<file path="src/hw/rtl/assert_macros.svh">
// Assertion macros shared by the RTL files.
// Define ASSERT_OFF to compile every check away.
`ifndef ASSERT_MACROS_SVH
`define ASSERT_MACROS_SVH
`ifndef ASSERT_OFF
// The property must hold at every rising edge outside reset.
`define ASSERT_ALWAYS(label, clk, rst_n, prop) \
	label: assert property (@(posedge clk) disable iff (!rst_n) prop) \
		else $error("%m: property violated");
// The expression must never be true at a rising edge outside reset.
`define ASSERT_NEVER(label, clk, rst_n, expr) \
	label: assert property (@(posedge clk) disable iff (!rst_n) !(expr)) \
		else $error("%m: forbidden condition seen");
`else
`define ASSERT_ALWAYS(label, clk, rst_n, prop)
`define ASSERT_NEVER(label, clk, rst_n, expr)
`endif
`endif

</file>
<file path="src/hw/rtl/itt_pkg.sv">
`timescale 1ns / 1ps
package itt_pkg;

	// Default table depth.
	localparam int unsigned ITT_ENTRIES = 16;

	// Command queue depth between front and back; must be a power of two.
	localparam int unsigned QUEUE_DEPTH = 2;

	// Answer for an id that no entry covers.
	localparam logic [31:0] NOBODY_ID = 32'd65534;

	// Operation codes on the op input.
	localparam logic [1:0] OP_ADD     = 2'd0;
	localparam logic [1:0] OP_NS2HOST = 2'd1;
	localparam logic [1:0] OP_HOST2NS = 2'd2;

	typedef enum logic [1:0] {
		ST_OK   = 2'd0,
		ST_FULL = 2'd1,
		ST_WIDE = 2'd2
	} status_t;

	typedef enum logic [2:0] {
		MK_ADD       = 3'd0,
		MK_REBASED   = 3'd1,
		MK_IN_TARGET = 3'd2,
		MK_NOBODY    = 3'd3,
		MK_PASS      = 3'd4
	} kind_t;

	// Class the front assigns to each accepted beat.
	typedef enum logic [2:0] {
		CLS_NONE,
		CLS_ADD,
		CLS_FWD,
		CLS_REV,
		CLS_PASS
	} cls_t;

	// Command handed from front to back through the queue.
	typedef struct packed {
		cls_t        cls;
		logic        too_wide;
		logic [31:0] id;
		logic [31:0] ns_base;
		logic [31:0] host_base;
		logic [32:0] ns_end;
		logic [32:0] host_end;
		logic [31:0] delta;
	} cmd_t;

	// One table entry: both ranges as base and exclusive end, plus host minus ns offset.
	typedef struct packed {
		logic [31:0] ns_base;
		logic [31:0] host_base;
		logic [32:0] ns_end;
		logic [32:0] host_end;
		logic [31:0] delta;
	} entry_t;

	typedef struct packed {
		logic valid;
		logic full;
	} qstat_t;

	typedef struct packed {
		logic scanning;
		logic table_write;
	} bkstat_t;

	typedef enum logic {
		BK_IDLE,
		BK_SCAN
	} bk_state_t;

endpackage

</file>
<file path="src/hw/rtl/itt_ram.sv">
`timescale 1ns / 1ps
module itt_ram #(
	parameter int unsigned WIDTH = 32,
	parameter int unsigned DEPTH = 16,
	localparam int unsigned AW = (DEPTH > 1) ? $clog2(DEPTH) : 1
) (
	input  logic             clk,
	input  logic             wr_en,
	input  logic [AW-1:0]    wr_addr,
	input  logic [WIDTH-1:0] wr_data,
	input  logic             rd_en,
	input  logic [AW-1:0]    rd_addr,
	output logic [WIDTH-1:0] rd_data
);

	logic [WIDTH-1:0] mem_q [DEPTH];
	logic [WIDTH-1:0] rd_data_q;

	// One write port and one registered read port.
	always_ff @(posedge clk) begin
		if (wr_en) begin
			mem_q[wr_addr] <= wr_data;
		end
		if (rd_en) begin
			rd_data_q <= mem_q[rd_addr];
		end
	end

	assign rd_data = rd_data_q;

endmodule

</file>
<file path="src/hw/rtl/itt_front.sv">
`timescale 1ns / 1ps
module itt_front import itt_pkg::*; (
	input  logic        clk,
	input  logic        arst_n,
	input  logic        cfg_we,
	input  logic        cfg_wdata,
	input  logic        in_valid,
	output logic        in_ready,
	input  logic [1:0]  op,
	input  logic [31:0] id,
	input  logic [31:0] ns_base,
	input  logic [31:0] host_base,
	input  logic [31:0] range_count,
	input  qstat_t      qstat,
	output logic        push,
	output cmd_t        cmd
);

	logic        map_en_q;
	logic [32:0] ns_end;
	logic [32:0] host_end;
	logic        ns_wide;
	logic        host_wide;

	// Map enable register.
	always_ff @(posedge clk or negedge arst_n) begin
		if (!arst_n) begin
			map_en_q <= 1'b0;
		end else if (cfg_we) begin
			map_en_q <= cfg_wdata;
		end
	end

	// A beat is taken whenever the queue has room.
	assign in_ready = !qstat.full;
	assign push     = in_valid && in_ready;

	// Range ends; an end above 2^32 is rejected, an end of exactly 2^32 is fine.
	assign ns_end    = {1'b0, ns_base} + {1'b0, range_count};
	assign host_end  = {1'b0, host_base} + {1'b0, range_count};
	assign ns_wide   = ns_end[32] && (ns_end[31:0] != 32'd0);
	assign host_wide = host_end[32] && (host_end[31:0] != 32'd0);

	// Classify the beat and precompute what the back needs.
	always_comb begin
		cmd.too_wide  = ns_wide || host_wide;
		cmd.id        = id;
		cmd.ns_base   = ns_base;
		cmd.host_base = host_base;
		cmd.ns_end    = ns_end;
		cmd.host_end  = host_end;
		cmd.delta     = host_base - ns_base;
		case (op)
			OP_ADD:     cmd.cls = CLS_ADD;
			OP_NS2HOST: cmd.cls = map_en_q ? CLS_FWD : CLS_PASS;
			OP_HOST2NS: cmd.cls = map_en_q ? CLS_REV : CLS_PASS;
			default:    cmd.cls = CLS_NONE;
		endcase
	end

endmodule

</file>
<file path="src/hw/rtl/itt_queue.sv">
`timescale 1ns / 1ps
module itt_queue import itt_pkg::*; (
	input  logic   clk,
	input  logic   arst_n,
	input  logic   push,
	input  cmd_t   push_cmd,
	input  logic   pop,
	output cmd_t   head,
	output qstat_t stat
);

	localparam int unsigned PTR_W = (QUEUE_DEPTH > 1) ? $clog2(QUEUE_DEPTH) : 1;
	localparam int unsigned CNT_W = $clog2(QUEUE_DEPTH + 1);

	cmd_t             slot_q [QUEUE_DEPTH];
	logic [PTR_W-1:0] wr_ptr_q;
	logic [PTR_W-1:0] rd_ptr_q;
	logic [CNT_W-1:0] count_q;

	// Slot storage.
	always_ff @(posedge clk) begin
		if (push) begin
			slot_q[wr_ptr_q] <= push_cmd;
		end
	end

	// Pointers and fill level.
	always_ff @(posedge clk or negedge arst_n) begin
		if (!arst_n) begin
			wr_ptr_q <= '0;
			rd_ptr_q <= '0;
			count_q  <= '0;
		end else begin
			if (push) begin
				wr_ptr_q <= wr_ptr_q + PTR_W'(1);
			end
			if (pop) begin
				rd_ptr_q <= rd_ptr_q + PTR_W'(1);
			end
			case ({push, pop})
				2'b10:   count_q <= count_q + CNT_W'(1);
				2'b01:   count_q <= count_q - CNT_W'(1);
				default: count_q <= count_q;
			endcase
		end
	end

	assign head       = slot_q[rd_ptr_q];
	assign stat.valid = (count_q != '0);
	assign stat.full  = (count_q == CNT_W'(QUEUE_DEPTH));

endmodule

</file>
<file path="src/hw/rtl/itt_back.sv">
`timescale 1ns / 1ps
module itt_back import itt_pkg::*; #(
	parameter int unsigned ENTRIES = ITT_ENTRIES,
	localparam int unsigned IDX_W = (ENTRIES > 1) ? $clog2(ENTRIES) : 1,
	localparam int unsigned CNT_W = $clog2(ENTRIES + 1)
) (
	input  logic             clk,
	input  logic             arst_n,
	input  logic             cmd_valid,
	input  cmd_t             cmd,
	output logic             cmd_pop,
	output logic             out_valid,
	input  logic             out_ready,
	output logic [31:0]      result_id,
	output logic [1:0]       status,
	output logic [2:0]       match_kind,
	output logic [CNT_W-1:0] used,
	output bkstat_t          stat
);

	bk_state_t        state_q, state_d;
	logic [CNT_W-1:0] used_q, used_d;
	logic [IDX_W-1:0] idx_q, idx_d;
	logic [31:0]      v_q;
	logic             fwd_q;
	logic             latch;

	logic             ram_we;
	logic             ram_re;
	logic [IDX_W-1:0] ram_raddr;
	entry_t           wr_entry;
	logic [$bits(entry_t)-1:0] ram_rdata;
	entry_t           e;

	logic             out_valid_q;
	logic [31:0]      res_q, res_d;
	status_t          st_q, st_d;
	kind_t            mk_q, mk_d;
	logic             load;
	logic             out_free;

	logic [31:0]      src_lo, dst_lo;
	logic [32:0]      src_hi, dst_hi;
	logic             hit_src, hit_dst;
	logic [31:0]      rebased;
	logic             last;
	logic             table_full;

	// Entry table.
	assign wr_entry = '{
		ns_base:   cmd.ns_base,
		host_base: cmd.host_base,
		ns_end:    cmd.ns_end,
		host_end:  cmd.host_end,
		delta:     cmd.delta
	};

	itt_ram #(
		.WIDTH ($bits(entry_t)),
		.DEPTH (ENTRIES)
	) u_table (
		.clk     (clk),
		.wr_en   (ram_we),
		.wr_addr (used_q[IDX_W-1:0]),
		.wr_data (wr_entry),
		.rd_en   (ram_re),
		.rd_addr (ram_raddr),
		.rd_data (ram_rdata)
	);

	assign e = entry_t'(ram_rdata);

	// Range tests on the entry that the table delivers this cycle.
	assign src_lo  = fwd_q ? e.ns_base : e.host_base;
	assign src_hi  = fwd_q ? e.ns_end : e.host_end;
	assign dst_lo  = fwd_q ? e.host_base : e.ns_base;
	assign dst_hi  = fwd_q ? e.host_end : e.ns_end;
	assign hit_dst = ({1'b0, v_q} >= {1'b0, dst_lo}) && ({1'b0, v_q} < dst_hi);
	assign hit_src = ({1'b0, v_q} >= {1'b0, src_lo}) && ({1'b0, v_q} < src_hi);
	assign rebased = fwd_q ? (v_q + e.delta) : (v_q - e.delta);

	assign last       = ((CNT_W'(idx_q) + CNT_W'(1)) == used_q);
	assign table_full = (used_q == CNT_W'(ENTRIES));
	assign out_free   = !out_valid_q || out_ready;

	// Control state.
	always_ff @(posedge clk or negedge arst_n) begin
		if (!arst_n) begin
			state_q     <= BK_IDLE;
			used_q      <= '0;
			idx_q       <= '0;
			out_valid_q <= 1'b0;
		end else begin
			state_q <= state_d;
			used_q  <= used_d;
			idx_q   <= idx_d;
			if (load) begin
				out_valid_q <= 1'b1;
			end else if (out_ready) begin
				out_valid_q <= 1'b0;
			end
		end
	end

	// Payload registers.
	always_ff @(posedge clk) begin
		if (latch) begin
			v_q   <= cmd.id;
			fwd_q <= (cmd.cls == CLS_FWD);
		end
		if (load) begin
			res_q <= res_d;
			st_q  <= st_d;
			mk_q  <= mk_d;
		end
	end

	// Sequencer: take one command, scan the table one entry a cycle for translations.
	always_comb begin
		state_d   = state_q;
		used_d    = used_q;
		idx_d     = idx_q;
		cmd_pop   = 1'b0;
		latch     = 1'b0;
		ram_we    = 1'b0;
		ram_re    = 1'b0;
		ram_raddr = idx_q;
		load      = 1'b0;
		res_d     = '0;
		st_d      = ST_OK;
		mk_d      = MK_ADD;
		case (state_q)
			BK_IDLE: begin
				if (cmd_valid && out_free) begin
					cmd_pop = 1'b1;
					case (cmd.cls)
						CLS_ADD: begin
							load = 1'b1;
							if (table_full) begin
								st_d = ST_FULL;
							end else if (cmd.too_wide) begin
								st_d = ST_WIDE;
							end else begin
								ram_we = 1'b1;
								used_d = used_q + CNT_W'(1);
							end
						end
						CLS_FWD, CLS_REV: begin
							if (used_q == '0) begin
								load  = 1'b1;
								res_d = NOBODY_ID;
								mk_d  = MK_NOBODY;
							end else begin
								latch     = 1'b1;
								ram_re    = 1'b1;
								ram_raddr = '0;
								idx_d     = '0;
								state_d   = BK_SCAN;
							end
						end
						CLS_PASS: begin
							load  = 1'b1;
							res_d = cmd.id;
							mk_d  = MK_PASS;
						end
						default: begin
							load = 1'b1;
						end
					endcase
				end
			end
			BK_SCAN: begin
				if (hit_dst || hit_src || last) begin
					// Finish only when the output register can take the result.
					if (out_free) begin
						load    = 1'b1;
						state_d = BK_IDLE;
						if (hit_dst) begin
							res_d = v_q;
							mk_d  = MK_IN_TARGET;
						end else if (hit_src) begin
							res_d = rebased;
							mk_d  = MK_REBASED;
						end else begin
							res_d = NOBODY_ID;
							mk_d  = MK_NOBODY;
						end
					end
				end else begin
					ram_re    = 1'b1;
					ram_raddr = idx_q + IDX_W'(1);
					idx_d     = idx_q + IDX_W'(1);
				end
			end
			default: begin
				state_d = BK_IDLE;
			end
		endcase
	end

	assign out_valid        = out_valid_q;
	assign result_id        = res_q;
	assign status           = st_q;
	assign match_kind       = mk_q;
	assign used             = used_q;
	assign stat.scanning    = (state_q == BK_SCAN);
	assign stat.table_write = ram_we;

endmodule

</file>
<file path="src/hw/rtl/id_range_translation_table_top.sv">
// Id range translation table.
// Input channel (in_valid/in_ready) carries op, id, ns_base, host_base and
// range_count; each input beat yields exactly one output beat on the result
// channel (out_valid/out_ready) with result_id, status and match_kind, in order.
// cfg_we/cfg_wdata write the map enable bit; write it only while the block is idle.
// An add, a disabled passthrough or an unused op goes through the queue to the
// back end, which registers its answer in the output register. A translation
// reads the table entry by entry and ends at the first entry that covers the id,
// or misses after the last entry in use. Adds and passthroughs run one per cycle
// while out_ready stays high; a translation holds the back end for its scan, since
// the table has one read port and is scanned one entry per cycle in insertion order.
// A two-deep command queue sits between the input side and the scanner, so new
// beats are taken while a result waits on a stalled receiver; a full queue drops
// in_ready. A result waits in the output register until out_ready.
// Reset empties the table, the queue and the output register and disables the map.
`timescale 1ns / 1ps
`include "assert_macros.svh"
module id_range_translation_table_top import itt_pkg::*; #(
	parameter int unsigned ENTRIES = ITT_ENTRIES
) (
	input  logic        clk,
	input  logic        arst_n,
	input  logic        cfg_we,
	input  logic        cfg_wdata,
	input  logic        in_valid,
	output logic        in_ready,
	input  logic [1:0]  op,
	input  logic [31:0] id,
	input  logic [31:0] ns_base,
	input  logic [31:0] host_base,
	input  logic [31:0] range_count,
	output logic        out_valid,
	input  logic        out_ready,
	output logic [31:0] result_id,
	output logic [1:0]  status,
	output logic [2:0]  match_kind
);

	localparam int unsigned CNT_W = $clog2(ENTRIES + 1);

	logic             push;
	cmd_t             push_cmd;
	cmd_t             head;
	qstat_t           qstat;
	logic             cmd_pop;
	logic [CNT_W-1:0] used;
	bkstat_t          bstat;

	// Front: accept and classify.
	itt_front u_front (
		.clk         (clk),
		.arst_n      (arst_n),
		.cfg_we      (cfg_we),
		.cfg_wdata   (cfg_wdata),
		.in_valid    (in_valid),
		.in_ready    (in_ready),
		.op          (op),
		.id          (id),
		.ns_base     (ns_base),
		.host_base   (host_base),
		.range_count (range_count),
		.qstat       (qstat),
		.push        (push),
		.cmd         (push_cmd)
	);

	// Command queue.
	itt_queue u_queue (
		.clk      (clk),
		.arst_n   (arst_n),
		.push     (push),
		.push_cmd (push_cmd),
		.pop      (cmd_pop),
		.head     (head),
		.stat     (qstat)
	);

	// Back: table update and lookup.
	itt_back #(
		.ENTRIES (ENTRIES)
	) u_back (
		.clk        (clk),
		.arst_n     (arst_n),
		.cmd_valid  (qstat.valid),
		.cmd        (head),
		.cmd_pop    (cmd_pop),
		.out_valid  (out_valid),
		.out_ready  (out_ready),
		.result_id  (result_id),
		.status     (status),
		.match_kind (match_kind),
		.used       (used),
		.stat       (bstat)
	);

	// The back end only takes commands that are really queued.
	`ASSERT_ALWAYS(a_pop_nonempty, clk, arst_n, cmd_pop |-> qstat.valid)
	// An accepted beat is queued by the next cycle.
	`ASSERT_ALWAYS(a_push_lands, clk, arst_n, push |=> qstat.valid)
	// The table is never written while a scan reads it.
	`ASSERT_NEVER(a_no_write_in_scan, clk, arst_n, bstat.scanning && bstat.table_write)
	// The entry count never passes the table depth.
	`ASSERT_NEVER(a_used_bound, clk, arst_n, used > CNT_W'(ENTRIES))

endmodule
</file>
<file path="config.mk">
export PLATFORM = sky130hd
export DESIGN_NAME = id_range_translation_table_top
export DESIGN_NICKNAME = d
export VERILOG_FILES = /design/src/hw/rtl/itt_pkg.sv /design/src/hw/rtl/itt_ram.sv /design/src/hw/rtl/itt_front.sv /design/src/hw/rtl/itt_queue.sv /design/src/hw/rtl/itt_back.sv /design/src/hw/rtl/id_range_translation_table_top.sv
export VERILOG_INCLUDE_DIRS = /design/src /design/src/hw/rtl
export SDC_FILE = /design/constraint.sdc
export NUM_CORES = 2
export LEC_CHECK = 0
export ABC_AREA = 1
export BUFFER_PORTS_ARGS = -buffer_cell sky130_fd_sc_hd__buf_2
export CORE_ASPECT_RATIO = 2
export CORE_MARGIN = 4
export CORE_UTILIZATION = 60
export CTS_BUF_LIST = sky130_fd_sc_hd__clkbuf_8
export DETAILED_ROUTE_END_ITERATION = 7
export PLACE_DENSITY_LB_ADDON = 0.08
export SYNTH_ARGS = -nofsm -noshare
export SYNTH_HDL_FRONTEND = slang
export SYNTH_HIERARCHICAL = 1
export SYNTH_SLANG_ARGS = --single-unit
</file>
<file path="constraint.sdc">
create_clock -name clk -period 24.5 [get_ports clk]
set_input_delay 1.225 -clock clk [delete_from_list [all_inputs] [get_ports clk]]
set_output_delay 1.225 -clock clk [all_outputs]
set_load 0.05 [all_outputs]
</file>
# Yosys cells after proc, flatten, opt, wreduce, memory -nomap -nowiden
# Memory sizes are Yosys's and may differ from the RTL's. A register that Yosys moved wholly into a read port is not among the register bits.
# Cells that the tools add are included.
# totals
word_cells	131
output_inout_bits	39
latch_bits	0
ramBits	2988
ff_bits	86
n_memories	2
rom_bits	0
in_bits	136
# classes
n_lt_le_gt_ge	4
div	0
eq_ne	11
n_mux	60
shift	0
n_reduce_logical	23
mul	0
n_bitwise	5
n_addsub	12
# mem_list
name	depth	word_bits	rd	rd_ports_with_merged_regs	wr	line_no	source
u_back.u_table.mem_q	16	162	1	1	1	itt_ram.sv:16	logic [WIDTH-1:0] mem_q [DEPTH];
u_queue.slot_q	2	198	1	0	1	itt_queue.sv:15	cmd_t slot_q [QUEUE_DEPTH];
# op_table
cell	n
$mux 32	8
$pmux 32 s2	2
$add 32x32->33	2
$lt 32x33->1	2
$mux 33	2
$ge 32x32->1	2
$reduce_bool 32->1	2
$sub 32x32->32	2
$add 32x32->32	1
$mux 1	26
$mux 3	6
$mux 16	1
$mux 4	4
$pmux 3 s2	2
$pmux 3 s3	1
$pmux 4 s2	1
$eq 2x2->1 const B	3
$eq 3x2->1 const B	2
$logic_and 1x1->1	6
$mux 2	3
$pmux 1 s2	3
$reduce_bool 2->1	3
$add 4x1->5 const B	1
$add 5x1->5 const B	1
other kinds (19)	29

# Longest topological paths before layout
# depth
word_depth	8
mapped_depth	36
mapped_depth_nobuf	28

# Cells and area by module
# Netlist, hierarchy kept.
# by_module_without_submodules
mod	cells_per_inst	seq_area_each_um2	n_inst	area_each_um2
itt_ram	9841	82699.3	1	112666.8
itt_queue	1058	11991.5	1	15386.0
itt_back	1792	2377.3	1	11372.2
itt_front	1522	25.0	1	7797.5

# Worst setup path after synthesis
# No wires, ideal clock.
# synth_timing
path_kind	input-to-reg
startpoint	input in_valid
endpoint	memory u_queue/slot_q[0][0] (netlist name), enable pin
cell_stages	4
setup_slack_ps	14038
setup_ps	759
t_required_ps	23741
n_path_buf	0
arrival_ps	9704
cell_sequence	inv_1 -> nor2_1 -> inv_1 -> nor2_1
# synth_via
elab_chain_cells	3
# synth_lines
element	line_no	source
start, declared	id_range_translation_table_top.sv:25	input logic in_valid,
$logic_and 1x1->1	itt_front.sv:36	assign push = in_valid && in_ready;
via push	id_range_translation_table_top.sv:41	logic push;
$mux 1	itt_queue.sv:22	if (push) begin
$mux 1 (not written as such)	itt_queue.sv:23	slot_q[wr_ptr_q] <= push_cmd;
end, declared	itt_queue.sv:15	
# The timed path passes the listed nets, and every way through them passes these cells.

# Final worst setup path
# layout_timing
startpoint	register u_back.fwd_q
endpoint	register u_back.u_table.rd_data_q[140] (netlist: u_back/u_table/rd_data[140]) (read register of u_back.u_table.mem_q), data pin
# layout_via
elab_chain_cells	7
word_cells_on_any_way	16
classes_between	order compare: 4; mux: 8; reduce/logical: 4
# layout_lines
element	line_no	source
start, declared	itt_back.sv:25	logic fwd_q;
start signal, assigned	itt_back.sv:109	fwd_q <= (cmd.cls == CLS_FWD);
$mux 33 (tied with other cells)	itt_back.sv:77	assign dst_hi = fwd_q ? e.host_end : e.ns_end;
$lt 32x33->1 (tied with other cells)	itt_back.sv:78	assign hit_dst = ({1'b0, v_q} >= {1'b0, dst_lo}) && ({1'b0, v_q} < dst_hi);
$logic_and 1x1->1 (on tied branches)	itt_back.sv:78, itt_back.sv:79	
$logic_or 1x1->1 (*) (2 in a row)	itt_back.sv:173	if (hit_dst || hit_src || last) begin
$mux 4 (*)	itt_back.sv:173	
$pmux 4 s2 (*)	-	
via u_back.idx_d[0]	itt_back.sv:23	logic [IDX_W-1:0] idx_q, idx_d;
end, declared	itt_ram.sv:17	logic [WIDTH-1:0] rd_data_q;
# The timed path passes the listed nets; every way through them passes the cells marked *.
# A chain may end at the register's enable or synchronous reset.

==> flow_summary.yaml <==
synth:
  syn_nets: 14600
  syn_area_um2: 147000
  synthCells: 14200
  yosysWarnings: 6
  avgSynthCellArea_um2: 10.4
drt:
  firstDrtPassIters: 6
  drc: 0
  vias: 103000
  drt_iter0_drc: 10200
  drt-total-wl_um: 439000
  vias_per_cell: 5.78
  ant_nets: 0
  wl_per_cell_um: 24.6
critical_path:
  endpoint: "u_back/u_table/rd_data[140]$_DFFE_PP_"
  worst_ep_required_time_ns: 25.22
  cp_data_arrival_time_ns: 11.09
  crit_family: "buffers and inverters"
  crit_slowest_cell: "buf_4"
  rr_worst_depth: 28
  crit_top_cell: "nand2_1"
  r2r_slack_ns: 14.13
  reg2reg_to: "u_back/u_table/rd_data[140]$_DFFE_PP_"
  critPathLaunch: "u_back/fwd_q$_DFFE_PP_"
  worst-setup-path-type: "reg2reg"
  crit_cells: 28
  cp_slowest_stage_delay_ns: 0.94
  crit_path_end_kind: "register"
  r2r-start: "u_back/fwd_q$_DFFE_PP_"
  path_buf_inv: 8
  start_kind: "register"
  cp_max_fo: 249
clock_network:
  holdBufCountCts: 0
  post_cts_resized: 0
  cts.path.max_buffers: 4
  clkLatencyLatePin_ns: 1.09
  cts_root_buffer: "clkbuf_8"
  cts_tree: "yes"
  path_clk_slew_ns: 0.08
  htree_num_levels: 5
  post_cts_buffers: 0
  numCtsBuffers: 436
  clock-sinks: 3236
global_route:
  grt_pass1_wl_um: 639000
  gr-usage-met1_pct: 41.6
  top_usage_layer: "met2"
  grt_usage_pct: 34.4
  antenna_found_initial: 27
  grt_pass1_vias: 101000
  grt-ovfl-total: 0
  grt_max_degree: 250
  grtUsageMet3_pct: 5.11
  met2_usage_pct: 58.0
power_and_ir_drop:
  p_switching_mw: 10.2
  comb_power_share_pct: 47.1
  clkPwrFrac_pct: 17.5
  p_int_mw: 12.1
  p_leak_nw: 66.0
  ir_drop_v: 0.000192
  pwr-share-seq_pct: 35.5
  p_sw_share_pct: 45.8
  p_per_area_nw_per_um2: 141
sta:
  slew_viol_final: 0
  rsz0062_at_grt: "no"
  setup_viol: 0
  hold_viol: 0
  tightest_slew_ns: 1.44
  final.min_clock_period_ns: 10.37
  hold_ws_ns: 0.130
  slew-limit-headroom_pct: 3.77
  finalCritPeriodShare_pct: 42.3
  skew_ns: 0.118
  layout_setup_ws_ns: 14.13
  tns_ns: 0
  fmax_mhz: 96.5
die:
  num_rows: 257
  start_util_pct: 60.2
  die_w_um: 358
  io_pins: 175
  core_area_um2: 245000
  dieArea_um2: 254000
  die_y_um: 708
run:
  maxCapViolCount: 0
place:
  place_congestion: 1.01
  dpl.hpwl_um: 264000
  place_area_um2: 149000
  port_buffers: 174
  pre_cts_slack_ns: 14.53
outcome:
  status: "completed"
finish:
  fin_nets: 14700
  post-route-util_pct: 64.4
  drive_above_1_share_pct: 7.75
  area_growth_syn_to_layout_pct: 7.04
  nFillCells: 19100
  design_area_um2: 158000
min_path:
  hold_class: "in2async"
## power groups by stage
stage	clock [mW]	combinational, mW	sequential (mW)
3_3_place_gp	0	10.1	7.99
2_1_floorplan	0	7.25	7.96
5_1_grt	4.20	11.5	7.91
3_5_place_dp	0	10.3	8.00
6_report	3.89	10.5	7.89
4_1_cts	3.95	10.4	7.89
## sequential cells by signal, summed over array words and instances, names as in the netlist, 2 cells and up
| name | count |
|---|---|
| u_back/idx_q | 4 |
| u_back/status | 2 |
| u_back/u_table/mem_q | 2592 |
| u_back/result_id | 32 |
| u_back/used | 5 |
| u_back/u_table/rd_data | 162 |
| u_queue/count_q | 2 |
| u_back/match_kind | 3 |
| u_back/v_q | 32 |
| u_queue/slot_q | 396 |
## layout make-up
class,count,area (um^2),area share [%]
Inverter,1878,7120,4.52
Clock buffer,446,6140,3.90
Antenna cell,12,30.0,0.0191
Tap cell,3237,4050,2.57
Multi-Input combinational cell,8372,38900,24.7
Timing Repair Buffer,339,2320,1.47
Clock inverter,334,1940,1.23
Sequential cell,3236,97100,61.6
## layout by cell type (no fill, tap or decap), types with 5 or more instances in the layout
cell and count:
inv_6 5, o21bai_1 14, nand2_2 14, buf_4 148
nor2_2 13, or2_2 33, inv_1 1973, buf_12 17
inv_2 5, edfxtp_1 3220, o21ai_2 123, nand3_2 7
a21o_1 7, diode_2 12, clkbuf_8 446, nand3b_1 6
a221oi_1 5, ha_1 261, nor3_1 18, nor2_4 19
o21ai_0 243, nor2_1 272, a31oi_1 9, xor2_1 62
dfrtp_1 15, clkinvlp_4 7, a21oi_1 161, bufinv_16 18
nand2_1 4895, clkinv_2 73, inv_8 7, o21ai_1 61
clkinv_1 115, xnor2_1 46, nand3_1 2012, nand4_1 45
buf_2 174
## through the flow
stage	instances	power, mW
after floorplan	14200	15.2
after global placement	17100	18.1
after detailed placement	17100	18.3
after CTS	17800	22.2
after global routing	17800	23.6
final	17900	22.3
## layer usage
metal | routed length (um) | part of all wire [%]
met3 | 36400 | 8.3
met1 | 155000 | 35
met4 | 31500 | 7.2
met2 | 216000 | 49
met5 | 84 | 0.019
## worst min path at each step
stage                                          end  depth (start not counted)                            from  slack, ns
global placement    u_queue/count_q[1]$_DFFE_PN0P_                          2  u_queue/count_q[1]$_DFFE_PN0P_       0.45
global route          u_front/map_en_q$_DFFE_PN0P_                          1                          arst_n        0.1
finish                u_front/map_en_q$_DFFE_PN0P_                          1                          arst_n       0.13
floorplan           u_queue/count_q[1]$_DFFE_PN0P_                          2  u_queue/count_q[1]$_DFFE_PN0P_       0.44
detailed placement  u_queue/count_q[1]$_DFFE_PN0P_                          2  u_queue/count_q[1]$_DFFE_PN0P_       0.49
CTS                   u_front/map_en_q$_DFFE_PN0P_                          1                          arst_n       0.04
No activity file was read; power rests on OpenSTA's default activity.
